`src/rtl/core/i2cm_pkg.sv`:
```
// Package for the I2C master transfer engine: payload structs, command kind
// codes, config register indices and reset value constants. No dependencies.
package i2cm_pkg;

    typedef struct packed {
        logic [1:0]  kind;
        logic        scl_in;
        logic        sda_in;
        logic [7:0]  address_byte;
        logic [15:0] byte_count;
        logic        send_stop;
        logic [7:0]  data_byte;
    } t_in_item;

    typedef struct packed {
        logic       scl_drive_low;
        logic       sda_drive_low;
        logic       busy_res;
        logic       done_res;
        logic       success;
        logic [7:0] read_data;
        logic       read_valid;
        logic       need_data;
    } t_out_item;

    localparam logic [1:0] KIND_TICK   = 2'd0;
    localparam logic [1:0] KIND_CLEAR  = 2'd1;
    localparam logic [1:0] KIND_BEGIN  = 2'd2;
    localparam logic [1:0] KIND_SUPPLY = 2'd3;

    localparam logic [1:0] REG_PHASE_DELAY = 2'd0;
    localparam logic [1:0] REG_STRETCH_TO  = 2'd1;
    localparam logic [1:0] REG_CLEAR_PULSE = 2'd2;

    localparam logic [7:0]  RST_PHASE_DELAY = 8'd4;
    localparam logic [15:0] RST_STRETCH_TO  = 16'd1000;
    localparam logic [4:0]  RST_CLEAR_PULSE = 5'd18;

endpackage

```
`src/rtl/core/i2c_master_transfer_engine.sv`:
```
// I2C master transfer engine: top level holding the tick-driven sequencer.
// Depends on i2cm_pkg for payload types and constants.
//
// Usage: every input transaction is one time tick carrying sampled SCL and
// SDA levels, optionally with a command (bus clear, begin transfer, or supply
// of the next write byte). Each accepted transaction produces exactly one
// result transaction with the SCL/SDA pull-down controls and status flags.
// Configuration registers (phase delay, stretch timeout, bus clear pulse
// limit) are written over the cfg channel, index 0..2. The user must write
// them only while idle; the block itself does not enforce it.
// The sequencer state and the result register are updated at the edge that
// accepts the item, and the result appears on the output the cycle after.
// Throughput is one item per cycle unless the receiver stalls: the sequencer
// step is a short piece of combinational logic between the state registers
// and the result register. When the receiver stalls, the result register
// holds and the input side stalls only if the result register is still full
// and cannot drain; the stall path is a single register stage.
// After reset the engine is idle, both lines are released, and the
// configuration registers hold their documented reset values.
module i2c_master_transfer_engine
    import i2cm_pkg::*;
(
    input  logic        i_clk,
    input  logic        i_rst_n,
    input  logic        i_valid,
    output logic        o_stall,
    input  t_in_item    i_data,
    output logic        o_valid,
    input  logic        i_stall,
    output t_out_item   o_data,
    input  logic        i_cfg_valid,
    output logic        o_cfg_ready,
    input  logic [1:0]  i_cfg_index,
    input  logic [15:0] i_cfg_data
);

    typedef enum logic [4:0] {
        PH_IDLE, PH_BC_CHECK, PH_BC_HIGH, PH_BC_SAMPLE, PH_WAIT, PH_ST_REL,
        PH_ST_LOW, PH_ST_SCL, PH_WB_BEGIN, PH_WB_BIT, PH_WB_BIT_DONE,
        PH_WB_ACKW, PH_WB_ACK, PH_WAIT_DATA, PH_RB_BEGIN, PH_RB_BIT,
        PH_RB_SAMPLE, PH_RB_ACK, PH_RB_ACKW, PH_RB_END, PH_SP_BEGIN,
        PH_SP_REL, PH_SP_END, PH_FINISH
    } t_phase;

    logic [7:0]  r_cfg_delay;
    logic [15:0] r_cfg_to;
    logic [4:0]  r_cfg_pulses;

    t_phase      r_phase, n_phase, r_resume, n_resume;
    logic [3:0]  r_bit, n_bit;
    logic [7:0]  r_shift, n_shift;
    logic [15:0] r_left, n_left;
    logic [7:0]  r_dly, n_dly;
    logic [15:0] r_str, n_str;
    logic        r_ok, n_ok, r_rmode, n_rmode, r_stopw, n_stopw;
    logic [4:0]  r_pulse, n_pulse;
    logic        r_wbr, n_wbr;
    logic [7:0]  r_wbh, n_wbh;
    logic        r_scl, n_scl, r_sda, n_sda, r_to, n_to, r_isaddr, n_isaddr;
    logic        done, succ, rv;
    logic [7:0]  rd;
    logic        accept;
    logic        r_ovalid;
    t_out_item   r_out;
    logic [7:0]  hold_val;

    assign o_cfg_ready = 1'b1;
    assign o_stall     = r_ovalid && i_stall;
    assign accept      = i_valid && !o_stall;
    assign o_valid     = r_ovalid;
    assign o_data      = r_out;
    assign hold_val    = (r_cfg_delay == 8'd0) ? 8'd1 : r_cfg_delay;

    always_comb begin
        logic        adv;
        logic [7:0]  dtmp;
        t_phase      nxt;
        n_phase = r_phase; n_resume = r_resume; n_bit = r_bit; n_shift = r_shift;
        n_left = r_left; n_dly = r_dly; n_str = r_str; n_ok = r_ok;
        n_rmode = r_rmode; n_stopw = r_stopw; n_pulse = r_pulse; n_wbr = r_wbr;
        n_wbh = r_wbh; n_scl = r_scl; n_sda = r_sda; n_to = r_to;
        n_isaddr = r_isaddr;
        done = 1'b0; succ = 1'b0; rv = 1'b0; rd = 8'd0;
        adv = 1'b1; dtmp = 8'd0; nxt = PH_IDLE;

        if (i_data.kind == KIND_SUPPLY) begin
            n_wbh = i_data.data_byte;
            n_wbr = 1'b1;
        end

        if (r_phase == PH_IDLE && i_data.kind == KIND_CLEAR) begin
            n_ok = 1'b1; n_pulse = 5'd0; n_scl = 1'b0; n_sda = 1'b0;
            n_dly = hold_val; n_phase = PH_BC_CHECK;
        end else if (r_phase == PH_IDLE && i_data.kind == KIND_BEGIN) begin
            n_ok = 1'b1; n_rmode = i_data.address_byte[0];
            n_stopw = i_data.send_stop; n_left = i_data.byte_count;
            n_shift = i_data.address_byte; n_isaddr = 1'b1; n_wbr = 1'b0;
            n_to = 1'b0; n_sda = 1'b0;
            n_dly = hold_val; n_phase = PH_ST_REL;
        end else begin
            if (r_dly != 8'd0) begin
                dtmp  = r_dly - 8'd1;
                n_dly = dtmp;
                if (dtmp != 8'd0) adv = 1'b0;
            end
            if (adv) begin
                unique case (r_phase)
                    PH_IDLE: ;
                    PH_BC_CHECK: begin
                        if (i_data.sda_in && i_data.scl_in) begin
                            done = 1'b1; succ = 1'b1; n_phase = PH_IDLE;
                        end else if (i_data.scl_in && r_cfg_pulses != 5'd0) begin
                            n_scl = 1'b1; n_dly = hold_val; n_phase = PH_BC_HIGH;
                        end else begin
                            done = 1'b1; n_phase = PH_IDLE;
                        end
                    end
                    PH_BC_HIGH: begin
                        n_scl = 1'b0; n_dly = hold_val; n_phase = PH_BC_SAMPLE;
                    end
                    PH_BC_SAMPLE: begin
                        n_pulse = r_pulse + 5'd1;
                        if (i_data.sda_in) begin
                            done = 1'b1; succ = 1'b1; n_phase = PH_IDLE;
                        end else if (n_pulse >= r_cfg_pulses) begin
                            done = 1'b1; n_phase = PH_IDLE;
                        end else begin
                            n_scl = 1'b1; n_dly = hold_val; n_phase = PH_BC_HIGH;
                        end
                    end
                    PH_WAIT: begin
                        if (i_data.scl_in) begin
                            n_to = 1'b0; n_dly = hold_val; n_phase = r_resume;
                        end else if (r_str >= r_cfg_to) begin
                            n_to = 1'b1; n_phase = r_resume;
                        end else begin
                            n_str = r_str + 16'd1;
                        end
                    end
                    PH_ST_REL: begin
                        n_scl = 1'b0; n_str = 16'd0; n_resume = PH_ST_LOW;
                        n_phase = PH_WAIT;
                    end
                    PH_ST_LOW: begin
                        if (r_to) begin
                            n_ok = 1'b0; n_phase = PH_WB_BEGIN;
                        end else begin
                            n_sda = 1'b1; n_dly = hold_val; n_phase = PH_ST_SCL;
                        end
                    end
                    PH_ST_SCL: begin
                        n_scl = 1'b1; n_dly = hold_val; n_phase = PH_WB_BEGIN;
                    end
                    PH_WB_BEGIN: begin
                        n_scl = 1'b1; n_bit = 4'd0; n_dly = hold_val;
                        n_phase = PH_WB_BIT;
                    end
                    PH_WB_BIT: begin
                        n_sda = !r_shift[7];
                        n_scl = 1'b0; n_str = 16'd0; n_resume = PH_WB_BIT_DONE;
                        n_phase = PH_WAIT;
                    end
                    PH_WB_BIT_DONE: begin
                        if (r_to) begin
                            n_phase = PH_WB_ACKW;
                        end else begin
                            n_scl = 1'b1; n_shift = {r_shift[6:0], 1'b0};
                            n_bit = r_bit + 4'd1; n_dly = hold_val;
                            n_phase = (n_bit >= 4'd8) ? PH_WB_ACKW : PH_WB_BIT;
                        end
                    end
                    PH_WB_ACKW: begin
                        n_sda = 1'b0; n_scl = 1'b0; n_str = 16'd0;
                        n_resume = PH_WB_ACK; n_phase = PH_WAIT;
                    end
                    PH_WB_ACK: begin
                        if (r_to || i_data.sda_in) n_ok = 1'b0;
                        n_scl = 1'b1;
                        if (r_isaddr) begin
                            if (r_left == 16'd0) begin
                                n_ok = 1'b0; nxt = PH_FINISH;
                            end else if (!n_ok) begin
                                nxt = PH_SP_BEGIN;
                            end else begin
                                nxt = r_rmode ? PH_RB_BEGIN : PH_WAIT_DATA;
                            end
                        end else if (n_ok && r_left != 16'd0) begin
                            nxt = PH_WAIT_DATA;
                        end else begin
                            nxt = (r_stopw || !n_ok) ? PH_SP_BEGIN : PH_FINISH;
                        end
                        n_dly = hold_val; n_phase = nxt;
                    end
                    PH_WAIT_DATA: begin
                        // A byte supplied on this very tick is taken at once.
                        if (n_wbr) begin
                            n_shift = n_wbh; n_wbr = 1'b0;
                            n_isaddr = 1'b0;
                            if (r_left != 16'd0) n_left = r_left - 16'd1;
                            n_phase = PH_WB_BEGIN;
                        end
                    end
                    PH_RB_BEGIN: begin
                        n_sda = 1'b0; n_shift = 8'd0; n_bit = 4'd0;
                        if (r_left != 16'd0) n_left = r_left - 16'd1;
                        n_phase = PH_RB_BIT;
                    end
                    PH_RB_BIT: begin
                        n_scl = 1'b0; n_str = 16'd0; n_resume = PH_RB_SAMPLE;
                        n_phase = PH_WAIT;
                    end
                    PH_RB_SAMPLE: begin
                        if (r_to) begin
                            n_phase = PH_RB_ACK;
                        end else begin
                            if (i_data.sda_in) n_shift = r_shift | (8'h80 >> r_bit[2:0]);
                            n_scl = 1'b1; n_bit = r_bit + 4'd1; n_dly = hold_val;
                            n_phase = (n_bit >= 4'd8) ? PH_RB_ACK : PH_RB_BIT;
                        end
                    end
                    PH_RB_ACK: begin
                        rv = 1'b1; rd = r_shift;
                        n_sda = (r_left != 16'd0);
                        n_dly = hold_val; n_phase = PH_RB_ACKW;
                    end
                    PH_RB_ACKW: begin
                        n_scl = 1'b0; n_str = 16'd0; n_resume = PH_RB_END;
                        n_phase = PH_WAIT;
                    end
                    PH_RB_END: begin
                        if (r_to) n_ok = 1'b0;
                        n_scl = 1'b1; n_dly = hold_val;
                        if (n_ok && r_left != 16'd0) n_phase = PH_RB_BEGIN;
                        else n_phase = (r_stopw || !n_ok) ? PH_SP_BEGIN : PH_FINISH;
                    end
                    PH_SP_BEGIN: begin
                        n_sda = 1'b1; n_dly = hold_val; n_phase = PH_SP_REL;
                    end
                    PH_SP_REL: begin
                        n_scl = 1'b0; n_str = 16'd0; n_resume = PH_SP_END;
                        n_phase = PH_WAIT;
                    end
                    PH_SP_END: begin
                        if (r_to) begin
                            n_ok = 1'b0; n_phase = PH_FINISH;
                        end else begin
                            n_sda = 1'b0; n_dly = hold_val; n_phase = PH_FINISH;
                        end
                    end
                    PH_FINISH: begin
                        done = 1'b1; succ = r_ok; n_phase = PH_IDLE;
                    end
                    default: begin
                        n_phase = PH_IDLE; n_dly = 8'd0;
                    end
                endcase
            end
        end
    end

    // Payload registers; write_byte_hold is only read once written.
    always_ff @(posedge i_clk) begin
        if (accept) begin
            r_wbh  <= n_wbh;
            r_shift <= n_shift;
            r_out.scl_drive_low <= n_scl;
            r_out.sda_drive_low <= n_sda;
            r_out.busy_res      <= (n_phase != PH_IDLE);
            r_out.done_res      <= done;
            r_out.success       <= succ;
            r_out.read_data     <= rd;
            r_out.read_valid    <= rv;
            r_out.need_data     <= (n_phase == PH_WAIT_DATA) && (n_dly == 8'd0);
        end
    end

    always_ff @(posedge i_clk) begin
        if (!i_rst_n) begin
            r_cfg_delay  <= RST_PHASE_DELAY;
            r_cfg_to     <= RST_STRETCH_TO;
            r_cfg_pulses <= RST_CLEAR_PULSE;
            r_phase <= PH_IDLE; r_resume <= PH_IDLE; r_bit <= 4'd0;
            r_left <= 16'd0; r_dly <= 8'd0; r_str <= 16'd0; r_ok <= 1'b1;
            r_rmode <= 1'b0; r_stopw <= 1'b0; r_pulse <= 5'd0; r_wbr <= 1'b0;
            r_scl <= 1'b0; r_sda <= 1'b0; r_to <= 1'b0; r_isaddr <= 1'b0;
            r_ovalid <= 1'b0;
        end else begin
            if (i_cfg_valid && o_cfg_ready) begin
                unique case (i_cfg_index)
                    REG_PHASE_DELAY: r_cfg_delay  <= i_cfg_data[7:0];
                    REG_STRETCH_TO:  r_cfg_to     <= i_cfg_data;
                    REG_CLEAR_PULSE: r_cfg_pulses <= i_cfg_data[4:0];
                    default: ;
                endcase
            end
            if (accept) begin
                r_phase <= n_phase; r_resume <= n_resume; r_bit <= n_bit;
                r_left <= n_left; r_dly <= n_dly; r_str <= n_str; r_ok <= n_ok;
                r_rmode <= n_rmode; r_stopw <= n_stopw; r_pulse <= n_pulse;
                r_wbr <= n_wbr; r_scl <= n_scl; r_sda <= n_sda; r_to <= n_to;
                r_isaddr <= n_isaddr;
                r_ovalid <= 1'b1;
            end else if (!i_stall) begin
                r_ovalid <= 1'b0;
            end
        end
    end

endmodule

```
`config.mk`:
```
export PLATFORM = sky130hd
export DESIGN_NAME = i2c_master_transfer_engine
export DESIGN_NICKNAME = d
export VERILOG_FILES = /design/src/rtl/core/i2cm_pkg.sv /design/src/rtl/core/i2c_master_transfer_engine.sv
export SDC_FILE = /design/constraint.sdc
export NUM_CORES = 1
export LEC_CHECK = 0
export BUFFER_PORTS_ARGS = -buffer_cell sky130_fd_sc_hd__buf_2
export CAP_MARGIN = 20
export CORE_MARGIN = 4
export CORE_UTILIZATION = 60
export CTS_CLUSTER_DIAMETER = 120
export DETAILED_ROUTE_END_ITERATION = 10
export GPL_TIMING_DRIVEN = 0
export PLACE_DENSITY = 0.77
export SYNTH_ARGS = -nofsm -noshare
export SYNTH_HDL_FRONTEND = slang
export SYNTH_SLANG_ARGS = --single-unit
```
`constraint.sdc`:
```
create_clock -name i_clk -period 3.36 [get_ports i_clk]
set_input_delay 0.504 -clock i_clk [delete_from_list [all_inputs] [get_ports i_clk]]
set_output_delay 0.504 -clock i_clk [all_outputs]
set_load 0.1 [all_outputs]
```
==> summary.log <==
INFO  place          place.gp.congestion=1.124
INFO  clock_network  cts_hold_buffers=0
INFO  finish         register_area=2873um^2
INFO  power          net-switching-power=0.001692W
INFO  synth          dominantRegCellSynth=dfxtp_1
INFO  route          drt_drc_violations_left=0
INFO  clock_network  root_buffer_selected_by_cts=clkbuf_16
INFO  route          num_vias=8107
INFO  sta            setup_tns=0ns
INFO  global_route   grt_antenna_before_repair=0
INFO  floorplan      fp.dieArea=15270um^2
INFO  floorplan      initial_utilization=0.6250
INFO  finish         nNetsFinal=1182
INFO  synth          syn_avg_cell_area=8.072um^2
INFO  synth          synth_edf_count=31
INFO  floorplan      dieWidth=123.6um
INFO  route          drt-pass1-iter-count=5
INFO  synth          post_synthesis_instance_area=8015um^2
INFO  status         status=finished clean
INFO  setup_path     setup.worst_path.start_class=register
INFO  clock_network  cts_buffers=17
INFO  sta            final_max_slew_viol_count=0
INFO  clock_network  clk_pin_slew=0.06ns
INFO  setup_path     timing.setup.critical_path_class=register to register
INFO  power          seq_power_share=0.349
INFO  floorplan      placement_rows=41
INFO  power          power.share.clock=0.378
INFO  floorplan      die_height=123.6um
INFO  clock_network  clock_tree_from_tritoncts=done
INFO  place          portBuffers=73
INFO  sta            max_clock_freq=0.3133GHz
INFO  setup_path     cp.required=3.63ns
INFO  floorplan      placeableCoreArea=12820um^2
INFO  min_path       hold_path_class=primary input to register
INFO  synth          post_synth_xor_area_fraction=0.01748
INFO  finish         layout-area-overhead-vs-synth=15.41%
INFO  synth          synth_seq_cells=128
INFO  finish         layout.cells.most_common_list=118 x a21oi_1, 110 x nor2_1, 97 x dfxtp_1
INFO  clock_network  htree_num_levels=4
INFO  clock_network  cts_num_sinks=128
INFO  synth          synthesis.instances=993
INFO  clock_network  clk_latency=0.42ns
INFO  route          antenna_violating_nets_post_route=0
INFO  synth          synth.yosys.seq_area_share=0.3584
INFO  setup_path     crit_path_max_fanout=10
INFO  global_route   grt_pass1_vias=7331
INFO  sta            worst_pin_slew=0.9102ns
INFO  synth          synth-compound-area-share=0.2496
INFO  global_route   first_pass_grt_wire_length=38920um
INFO  sta            min_period_over_period=0.9499
INFO  sta            report.final.hold_viol_count=0
INFO  power          combPwrFrac=0.273
INFO  global_route   grt_overflow=0
INFO  place          place.detailed.instances=1238
INFO  finish         layout_commonest_cell=a21oi_1
INFO  sta            period_needed=3.192ns
INFO  route          routed_via_density=6.368
INFO  power          internal_power=0.003195W
INFO  finish         antenna_diode_count=0
INFO  floorplan      top_level_ports=78
INFO  global_route   grt_start_max_net_pins=33
INFO  global_route   groute.usage.overall=0.3283
INFO  route          drtIter0Drc=951
INFO  clock_network  cts.path.max_buffers=2
INFO  power          switching_share=0.3463
INFO  synth          synth-simple-area-share=0.2402
INFO  power          p_leak=3.564nW
INFO  setup_path     worstSetupEndpointType=register
INFO  synth          muxShareOfSynthArea=0.03013
INFO  route          wl=24880um
INFO  sta            report.final.setup_viol=0
INFO  synth          arithmetic_cell_share_of_the_synthesized_area_counting_full_adders_half_adders_and_majority_gates=0.05151
INFO  synth          synth_top_family_by_area=compound AO/OA/AOI/OAI gates
INFO  synth          synth_fp_nets=1086
INFO  run            maxCapViolCount=0
INFO  route          route.detailed.wl_per_inst=19.54um
INFO  power          power_density=528.3nW/um^2
INFO  sta            timing.max_slew.rel_slack=0.3909
INFO  finish         multiInputGateArea=4761um^2
INFO  synth          async_reset_ff_frac=0
INFO  finish         final.fill_count=1098
INFO  sta            rsz0062_at_grt=false
INFO  place          post-dp-hpwl=18030um
INFO  finish         drive_gt1_frac=0.1508
INFO  synth          ys.warnings.count=0
INFO  finish         final-instance-count-excl-fill=1273
INFO  sta            maximum_clock_skew_at_final_layout=0.009563ns
INFO  setup_path     critPathArrivalTime=3.46ns
INFO  synth          yosysUniqueCellTypes=88
INFO  power          irDropWorstVdd=0.0003788V
[flip-flops by register name, indices dropped and copies added, names as in the netlist, 4 cells and up]
name          flops
r_wbh             8
o_data           15
r_str            16
r_left           16
r_bit             4
r_pulse           5
r_phase           5
r_shift           8
r_resume          5
r_dly             8
r_cfg_pulses      5
r_cfg_delay       8
r_cfg_to         16
[cell families after synthesis]
family	after synthesis
fa+ha+maj	33
simple gates	378
flops	128
compound gates	309
other cells	1
xor+xnor	16
mux	23
buf+inv	105
[cells in the mapped netlist (17+ instances only)]
master | n | share of area
nor2_1 | 111 | 0.052
inv_1 | 43 | 0.020
or3_1 | 20 | 0.016
clkbuf_1 | 41 | 0.019
nand2_1 | 91 | 0.043
o21ai_0 | 52 | 0.032
and3_1 | 17 | 0.013
edfxtp_1 | 31 | 0.12
o211ai_1 | 19 | 0.018
nor3_1 | 19 | 0.012
a21oi_1 | 118 | 0.074
ha_1 | 33 | 0.052
dfxtp_1 | 97 | 0.24
nand3_1 | 18 | 0.011
[layout make-up]
| class | instances | share of cell area |
|---|---|---|
| Sequential cell | 128 | 0.3106 |
| Inverter | 44 | 0.01785 |
| Tap cell | 172 | 0.02327 |
| Clock inverter | 10 | 0.01028 |
| Clock buffer | 21 | 0.05316 |
| Buffer | 61 | 0.02746 |
| Multi-Input combinational cell | 760 | 0.5147 |
| Timing Repair Buffer | 77 | 0.04274 |
[path summary, 6_finish.rpt]
check,from,end,slack (ns),cells past startpoint
worst min-delay path,i_cfg_data[8],r_cfg_to[8],0.31,3
worst min register to register,r_cfg_to[15],r_cfg_to[15],0.46,2
worst max-delay path,r_phase[1],r_dly[3],0.17,9
worst max register to register,r_phase[1],r_dly[3],0.17,9
[worst max-delay path, cell delays in order, from the launching register on]
cell,delay (ns)
dfxtp_1,0.43
buf_2,0.27
clkbuf_1,0.43
clkbuf_1,0.49
nor3_1,0.13
a21oi_1,0.40
o2111ai_1,0.27
a21o_1,0.31
a32oi_1,0.22
a21oi_1,0.10
[through the flow]
step                setup WS, ns  hold slack, ns  total power, W    util  instance area [um^2]
finish                    0.1682          0.3072        0.004887  0.7213                  9250
floorplan                 0.3979          0.4329        0.002637       -                  8015
CTS                      0.04175          0.2987        0.004822  0.7178                  9205
global route            0.002467          0.2995        0.005066  0.7213                  9250
detailed placement       -0.3934          0.4510        0.002993  0.6703                  8597
global placement         -0.3099          0.4433        0.002985  0.6702                  8596
[per-layer routing]
| metal | global-route usage | vias to the layer above | part of all wire |
|---|---|---|---|
| met4 | 0.1017 | 0 | 0.023 |
| met3 | 0.09628 | 54 | 0.10 |
| met2 | 0.4816 | 417 | 0.43 |
| met1 | 0.4663 | 3767 | 0.44 |
| li1 | - | 3869 | - |
| met5 | 0 | - | 0 |
[what timing repair did]
| action | 4_1_cts | 5_1_grt |
|---|---|---|
| gates resized for setup | 4 | 4 |
| setup endpoints to repair | 12 | 17 |
| pin swaps | 0 | 2 |
| buffers inserted | 0 | 4 |
[power groups by stage]
stage               Combinational, W  Sequential, W  Clock (W)
floorplan                   0.000825        0.00181          0
global placement             0.00125        0.00174          0
detailed placement           0.00126        0.00174          0
CTS                          0.00127        0.00170    0.00185
global route                 0.00143        0.00171    0.00192
finish                       0.00133        0.00171    0.00185
(Power assumes the default switching activity.)
